<file path="src/hw/rtl/hrc_pkg.sv">
`default_nettype none

package hrc_pkg;

  localparam logic [7:0] CharZero    = 8'd48;
  localparam logic [7:0] CharNine    = 8'd57;
  localparam logic [7:0] AlphaOffset = 8'd55;
  localparam logic [7:0] LenBias     = 8'hB;

  localparam logic [7:0] TypeData    = 8'h30;  // '0'
  localparam logic [7:0] TypeEof     = 8'h31;  // '1'
  localparam logic [7:0] TypeExtLin  = 8'h34;  // '4'
  localparam logic [7:0] TypeStartLn = 8'h35;  // '5'

  localparam logic [7:0] PosLength   = 8'd2;
  localparam logic [7:0] PosType     = 8'd8;

  // Parser result for one transaction
  typedef struct packed {
    logic valid;
    logic ok;
  } result_t;

  // Decimal digits map to value, anything else to char - 55 mod 256
  function automatic logic [7:0] digit_of(input logic [7:0] c);
    logic [7:0] d;
    if (c >= CharZero && c <= CharNine) begin
      d = c - CharZero;
    end else begin
      d = c - AlphaOffset;
    end
    return d;
  endfunction

  function automatic logic type_ok(input logic [7:0] c);
    return (c == TypeData) || (c == TypeEof) || (c == TypeExtLin) || (c == TypeStartLn);
  endfunction

endpackage

`default_nettype wire

</file>
<file path="src/hw/rtl/hrc_parser.sv">
`default_nettype none

module hrc_parser (
  input  wire logic            clk_i,
  input  wire logic            rst_ni,
  input  wire logic            advance_i,
  input  wire logic [7:0]      char_i,
  input  wire logic            start_i,
  output hrc_pkg::result_t     res_o
);

  logic [7:0] pos_q, pos_d;
  logic [7:0] len_q, len_d;
  logic [7:0] held_q, held_d;
  logic [7:0] sum_q, sum_d;
  logic       type_q, type_d;
  logic       active_q, active_d;

  logic [7:0] p;
  logic [7:0] digit;
  logic [7:0] byte_val;
  logic [7:0] len_new;
  logic [7:0] len_eff;
  logic       emit;
  logic       ok;

  assign p        = pos_q + 8'd1;
  assign digit    = hrc_pkg::digit_of(char_i);
  assign byte_val = {held_q[3:0], 4'b0000} | digit;
  assign len_new  = {byte_val[6:0], 1'b0} + hrc_pkg::LenBias;
  assign len_eff  = (p == hrc_pkg::PosLength) ? len_new : len_q;

  always_comb begin
    pos_d    = pos_q;
    len_d    = len_q;
    held_d   = held_q;
    sum_d    = sum_q;
    type_d   = type_q;
    active_d = active_q;
    emit     = 1'b0;
    ok       = 1'b0;
    if (advance_i) begin
      priority if (start_i) begin
        pos_d    = '0;
        len_d    = '0;
        held_d   = '0;
        sum_d    = '0;
        type_d   = 1'b0;
        active_d = 1'b1;
      end else if (active_q) begin
        pos_d = p;
        if (p == hrc_pkg::PosType) begin
          type_d = hrc_pkg::type_ok(char_i);
        end
        if (p[0]) begin
          held_d = digit;
        end else begin
          if (p == hrc_pkg::PosLength) begin
            len_d = len_new;
          end
          // wrapped length: report invalid and drop the record
          if (p == hrc_pkg::PosLength && len_new < hrc_pkg::LenBias) begin
            active_d = 1'b0;
            emit     = 1'b1;
          end else begin
            if ({1'b0, p} + 9'd3 <= {1'b0, len_eff}) begin
              sum_d = sum_q + byte_val;
            end
            if ({1'b0, p} + 9'd1 == {1'b0, len_eff}) begin
              active_d = 1'b0;
              emit     = 1'b1;
              ok       = type_q && ((8'd0 - sum_q) == byte_val);
            end
          end
        end
      end else begin
        // idle: ignore characters outside a record
        active_d = active_q;
      end
    end
  end

  always_ff @(posedge clk_i or negedge rst_ni) begin
    if (!rst_ni) begin
      pos_q    <= '0;
      len_q    <= '0;
      held_q   <= '0;
      sum_q    <= '0;
      type_q   <= 1'b0;
      active_q <= 1'b0;
    end else begin
      pos_q    <= pos_d;
      len_q    <= len_d;
      held_q   <= held_d;
      sum_q    <= sum_d;
      type_q   <= type_d;
      active_q <= active_d;
    end
  end

  assign res_o.valid = emit;
  assign res_o.ok    = ok;

endmodule

`default_nettype wire
</file>
<file path="config.mk">
export PLATFORM = sky130hd
export DESIGN_NAME = hrc_parser
export DESIGN_NICKNAME = d
export VERILOG_FILES = /design/src/hw/rtl/hrc_pkg.sv /design/src/hw/rtl/hrc_parser.sv
export SDC_FILE = /design/constraint.sdc
export NUM_CORES = 1
export LEC_CHECK = 0
export BUFFER_PORTS_ARGS = -buffer_cell sky130_fd_sc_hd__buf_4
export CORE_ASPECT_RATIO = 0.9
export CORE_UTILIZATION = 50
export CTS_CLUSTER_SIZE = 24
export DETAILED_ROUTE_END_ITERATION = 7
export PLACE_DENSITY = 0.67
export SYNTH_ARGS = -nofsm -noshare
export SYNTH_HDL_FRONTEND = slang
export SYNTH_SLANG_ARGS = --single-unit
</file>
<file path="constraint.sdc">
create_clock -name clk_i -period 5.05 [get_ports clk_i]
set_input_delay 0.505 -clock clk_i [delete_from_list [all_inputs] [get_ports clk_i]]
set_output_delay 0.505 -clock clk_i [all_outputs]
set_load 0.01 [all_outputs]
</file>
# ---- After elaboration in Yosys (flattened, before gate mapping)
# Cells that the tools add are included.
dict set report totals {
  ff_bits 30
  in_bits 12
  out_inout_bits 2
  elab_cells 79
}
dict set report classes {
  add_sub_neg 8
  magnitude_cmp 4
  n_eq_ne 10
  n_mux 35
  n_bitwise 1
  reduce_logical 15
}
# cell count
set op_table {}
lappend op_table {{8-bit 2-to-1 mux} 12}
lappend op_table {{8-bit by 6-bit equality test with 1-bit output (second input constant)} 4}
lappend op_table {{1-bit 2-to-1 mux} 20}
lappend op_table {{8-bit by 6-bit subtractor with 8-bit output (second input constant)} 2}
lappend op_table {{4-bit 2-to-1 mux} 3}
lappend op_table {{8-bit by 1-bit adder with 9-bit output (second input constant)} 1}
lappend op_table {{8-bit by 2-bit adder with 9-bit output (second input constant)} 1}
lappend op_table {{9-bit by 8-bit equality test with 1-bit output} 1}
lappend op_table {{9-bit by 8-bit <= comparator with 1-bit output} 1}
lappend op_table {{3-bit AND reduction} 3}
lappend op_table {{8-bit by 1-bit adder with 8-bit output (second input constant)} 1}
lappend op_table {{8-bit by 4-bit adder with 8-bit output (second input constant)} 1}
lappend op_table {{8-bit adder} 1}
lappend op_table {{8-bit by 2-bit equality test with 1-bit output (second input constant)} 1}
lappend op_table {{8-bit by 4-bit equality test with 1-bit output (second input constant)} 1}
lappend op_table {{8-bit equality test} 1}
lappend op_table {{8-bit by 6-bit >= comparator with 1-bit output (second input constant)} 1}
lappend op_table {{8-bit by 6-bit <= comparator with 1-bit output (second input constant)} 1}
lappend op_table {{8-bit by 4-bit < comparator with 1-bit output (second input constant)} 1}
lappend op_table {{8-bit OR} 1}
lappend op_table {{2-bit nonzero test} 4}
lappend op_table {{1-bit by 8-bit subtractor with 8-bit output (first input constant)} 1}
lappend op_table {{5-bit AND reduction} 1}
lappend op_table {{2-bit inequality test (second input constant)} 2}
lappend op_table {{other kinds (3)} 7}

# ---- Depth between registers and ports, before layout
dict set report logic_depth {
  ltp_word 13
  mapped_depth 19
  depth_no_buf 18
}

# ---- Worst setup path after synthesis
# No wires, ideal clock.
dict set report synth_path {
  kind {input to register}
  from {input port char_i[4]}
  to {register sum_q[2]}
  setup_ns 0.126
  arrival_ns 3.981
  t_required_ns 4.924
  setup_slack_ns 0.943
  path_stages 17
  n_path_buf 1
  cell_sequence {ha_1 -> or3b_1 -> a31o_2 -> xnor2_2 -> inv_1 -> ha_1 -> a211o_1 -> and3_1 -> nor3_1 -> a21oi_1 -> ha_1 -> a21oi_1 -> a21boi_0 -> o31ai_1 -> o211ai_2 -> buf_2 -> a311o_1}
}
dict set report synth_via {
  elab_chain_cells 10
}
# item line_no
set synth_lines {}
lappend synth_lines {{start: declaration} hrc_parser.sv:7} ;# input wire logic [7:0] char_i,
lappend synth_lines {{8-bit by 6-bit >= comparator with 1-bit output or 8-bit by 6-bit <= comparator with 1-bit output (tied branches)} hrc_pkg.sv:27} ;# if (c >= CharZero && c <= CharNine) begin
lappend synth_lines {{1-bit logical AND} hrc_pkg.sv:27}
lappend synth_lines {{8-bit 2-to-1 mux *} hrc_pkg.sv:27}
lappend synth_lines {{8-bit OR *} hrc_parser.sv:29} ;# assign byte_val = {held_q[3:0], 4'b0000} | digit;
lappend synth_lines {{branches (longest 6 deep; another with 9-bit by 8-bit <= comparator with 1-bit output)} --}
lappend synth_lines {{end signal: assignment} hrc_parser.sv:95} ;# sum_q <= sum_d;
lappend synth_lines {{end: declaration} hrc_parser.sv:15} ;# logic [7:0] sum_q, sum_d;
# Mark *: on every way between the ends. The select of a mux whose other input is x is not followed.
# A chain may end at the register's enable or synchronous reset.

# ---- Worst setup path in the final report
dict set report layout_path {
  from {register pos_q[3]}
  to {register sum_q[3]}
}
dict set report layout_via {
  elab_chain_cells 6
}
# item line_no
set layout_lines {}
lappend layout_lines {{start: declaration} hrc_parser.sv:12} ;# logic [7:0] pos_q, pos_d;
lappend layout_lines {{start signal: assignment} hrc_parser.sv:92} ;# pos_q <= pos_d;
lappend layout_lines {{8-bit by 1-bit adder with 8-bit output *} hrc_parser.sv:27} ;# assign p = pos_q + 8'd1;
lappend layout_lines {{branches (longest 4 deep; another with 8-bit by 2-bit adder with 9-bit output)} --}
lappend layout_lines {{5-bit AND reduction (no source line) *} --}
# Mark *: on every way between the ends.

==> summary.md <==
| Metric | Value |
|---|---|
| Outcome | complete, no violations |
| DR pass1 iterations | 4 |
| CP Class | reg2reg |
| Nets | 482 |
| CTS Hold Bufs | 0 |
| Clock slew at reported path FFs | 0.07 ns |
| DR vias | 3372 |
| Placed insts | 526 |
| Area grow syn2layout | 6.865% |
| Non-Filler Instances | 534 |
| Rel. slew slack | 56.69% |
| Grt ovf | 0 |
| Final Skew | around 0.010 ns |
| Pin count of the biggest net entering global routing | 31 |
| Worst-case reg-to-reg path depth | 14 |
| Maximum buffer depth of the clock tree | 2 |
| Tcrit/Tclk final | between 90% and 100% |
| Routed wire length per instance | 17.92 um |
| GP Congestion | approximately 0.92 |
| Mapped Area | 0.003536 mm^2 |
| Die ar. | 0.007413 mm^2 |
| Initial antenna violation count | 0 |
| Final Hold Viols | 0 |
| Post-synthesis sequential element count | 30 |
| Post_cts resized | 0 |
| Critical Path Start Type | register |
| Reg2reg setup slack | 0.38 ns |
| Worst-Skew Late Latency | 0.28 ns |
| Drc violations | 0 |
| Clock power frac | 15.4% |
| Mean number of vias per cell | 6.315 |
| Fill cells | between 600 and 700 |
| Initial core utilization | 52.84% |
| Final setup TNS | 0 ns |
| First-pass GRT wire length | between 15 and 20 mm |
| Root Buffer | clkbuf_8 |
| Worst-Margin Slew | 0.6477 ns |
| Syn avg cell area | between 8 and 9 um^2 |
| Slew Viols, Final | 0 |
| CTS tree | done |
| Top cells by area, synth | dfrtp_1, ha_1, xnor2_1 |
| # clock sinks | 30 |
| Sequential power share | a little over a quarter |
| Fmax | 214.3 MHz |
| TritonCTS buffer count | 5 |
| VDD IR-drop max | between 0.2 and 0.25 mV |
| Netlist cell types | 74 |
| Kind of end point of the critical path | register |
| DRT Wirelength | 9.570 mm |
| Hold Crit Class | in2async |
| Final setup violating endpoints | 0 |
| Most frequent cell after synthesis | nand2_1 |
| Syn_nets | approximately 480 |
| Gr usage total | 27.23% |
| Yosys warning count | 0 |
| Critical Path RT | 5.20 ns |
| Core area | 0.006691 mm^2 |
| Cell area after layout | approximately 0.0038 mm^2 |
| Overall Power | 1328 uW |
| Yosys top cell by area | dfrtp_1 |
| Psw | 602.0 uW |
| Pleak | 0.001557 uW |
| RSZ-0062 raised after global routing | false |
| Critical Path AT | a little under 5 ns |
| Top-area cell type share of the netlist area | 21.23% |
| Starting DRT DRC Count | 282 |
| H-tree depth | 2 |
| Die H | between 80 and 90 um |
| Die width | a little over 90 um |
| Share of layout cells above drive strength 1 | 9.459% |
| Sequential area share after synthesis | 21.23% |
| Synth cell count leaders | nand2_1, o21ai_0, dfrtp_1 |
| PD cells | 351.4 mW/mm^2 |
| Std cell rows | 28 |
| Storage element area | around 750 um^2 |
| Number of enable flip-flop cells after synthesis | 0 |
| Most used DFF post-synth | dfrtp_1 |
| Final Critical Period | 4.666 ns |
| Io pins | 14 |
| Synth Instances | 440 |
| Max Cap Viol | 0 |
| Logic pwr share | 58.3% |
| Multi-input gate area | 0.002565 mm^2 |
| Vias in the first global route | 3020 |
| Cell internal pwr | roughly 730 uW |
| Post-CTS Setup Repair Bufs | 0 |
| Post-DP HPWL | 7.228 mm |
| Switch share | a little under half |
| Async set-reset flop share out of synthesis | between 90% and 100% |
| Placed inst area | 0.003687 mm^2 |
| Port bufs | 13 |
| Diodes inserted | 0 |
| Antenna viol nets, final | 0 |
| Crit Path Max Fanout | 15 |
-- per-stage QoR --
| step | hold WS, ns | util [%] | setup WS (ns) |
|---|---|---|---|
| after global routing | 0.1806 | 56.47 | 0.1087 |
| after CTS | 0.1556 | 56.47 | 0.4469 |
| final | 0.1458 | 56.47 | 0.3844 |
| after global placement | 0.4603 | 55.10 | 0.4886 |
| after detailed placement | 0.4641 | 55.10 | 0.3250 |
| after floorplan | 0.2094 | - | 0.9427 |
-- per-layer routing --
layer / part of all wire (%) / global-route usage [%] / vias to the layer above / routed length, um
li1: - / - / 1641 / -
met4: 1.1 / 5.645 / 0 / 104
met2: 43 / 40.83 / 120 / 4077
met5: 0 / 0 / - / 0
met1: 50 / 39.97 / 1603 / 4741
met3: 6.8 / 5.926 / 8 / 648
-- power groups by stage --
stage | combinational, uW | sequential (uW) | clock [uW]
final | 774 | 350 | 204
after global routing | 857 | 359 | 218
after CTS | 763 | 349 | 208
after detailed placement | 757 | 353 | 0
after global placement | 740 | 350 | 0
after floorplan | 613 | 333 | 0
-- flip-flops by register name, summed over array words and instances, names as in the netlist --
| name | flops |
|---|---|
| active_q | 1 |
| held_q | 4 |
| len_q | 8 |
| pos_q | 8 |
| sum_q | 8 |
| type_q | 1 |
-- area by class of cell --
class | count | share of cell area (%)
clock buffers | 7 | 2.285
clock inverters | 1 | 0.1325
inverters | 27 | 2.682
multi-input cells | 358 | 67.88
flip-flops and latches | 30 | 19.87
well taps | 90 | 2.980
repair buffers | 21 | 4.172
-- cell families (layout without fill, tap and decap cells) --
family	after synthesis	in the layout	share of synthesized area, %
and+or+nand+nor	140	140	20.63
DFF	30	30	21.23
buffers and inverters	52	56	6.228
xor gates and xnor gates	43	43	11.64
muxes	4	4	1.238
adders and majority gates	27	27	9.766
AOI/OAI and AO/OA	144	144	29.27
-- layout by cell type, fill, tap and decap left out, types with 12 or more instances in the layout --
cell	n
xnor2_1	27
nand2_1	34
o21ai_0	32
ha_1	26
a21oi_1	23
dfrtp_1	30
nand3_1	12
nor3_1	14
nor2_1	29
buf_4	21
xor2_1	13
inv_1	27
-- worst paths after layout --
| check | startpoint | to |
|---|---|---|
| max in group asynchronous | rst_ni | len_q[2] |
| min in group clk_i | type_q | type_q |
| max | pos_q[3] | sum_q[3] |
| max reg2reg | pos_q[3] | sum_q[3] |
| min | rst_ni | pos_q[3] |
| min reg2reg | type_q | type_q |
-- critical path: stages (launching register included) --
cell,delay (ns)
dfrtp_1,0.64
nand2_2,0.19
or4_1,0.57
a2bb2oi_2,0.24
and3_1,0.41
mux2i_2,0.36
ha_1,0.30
nor2b_1,0.13
o21a_1,0.16
o21a_1,0.16
o211ai_1,0.15
a21boi_0,0.11
o31ai_1,0.30
o211ai_2,0.35
a311o_1,0.45
Power figures use the tool's default switching activity.
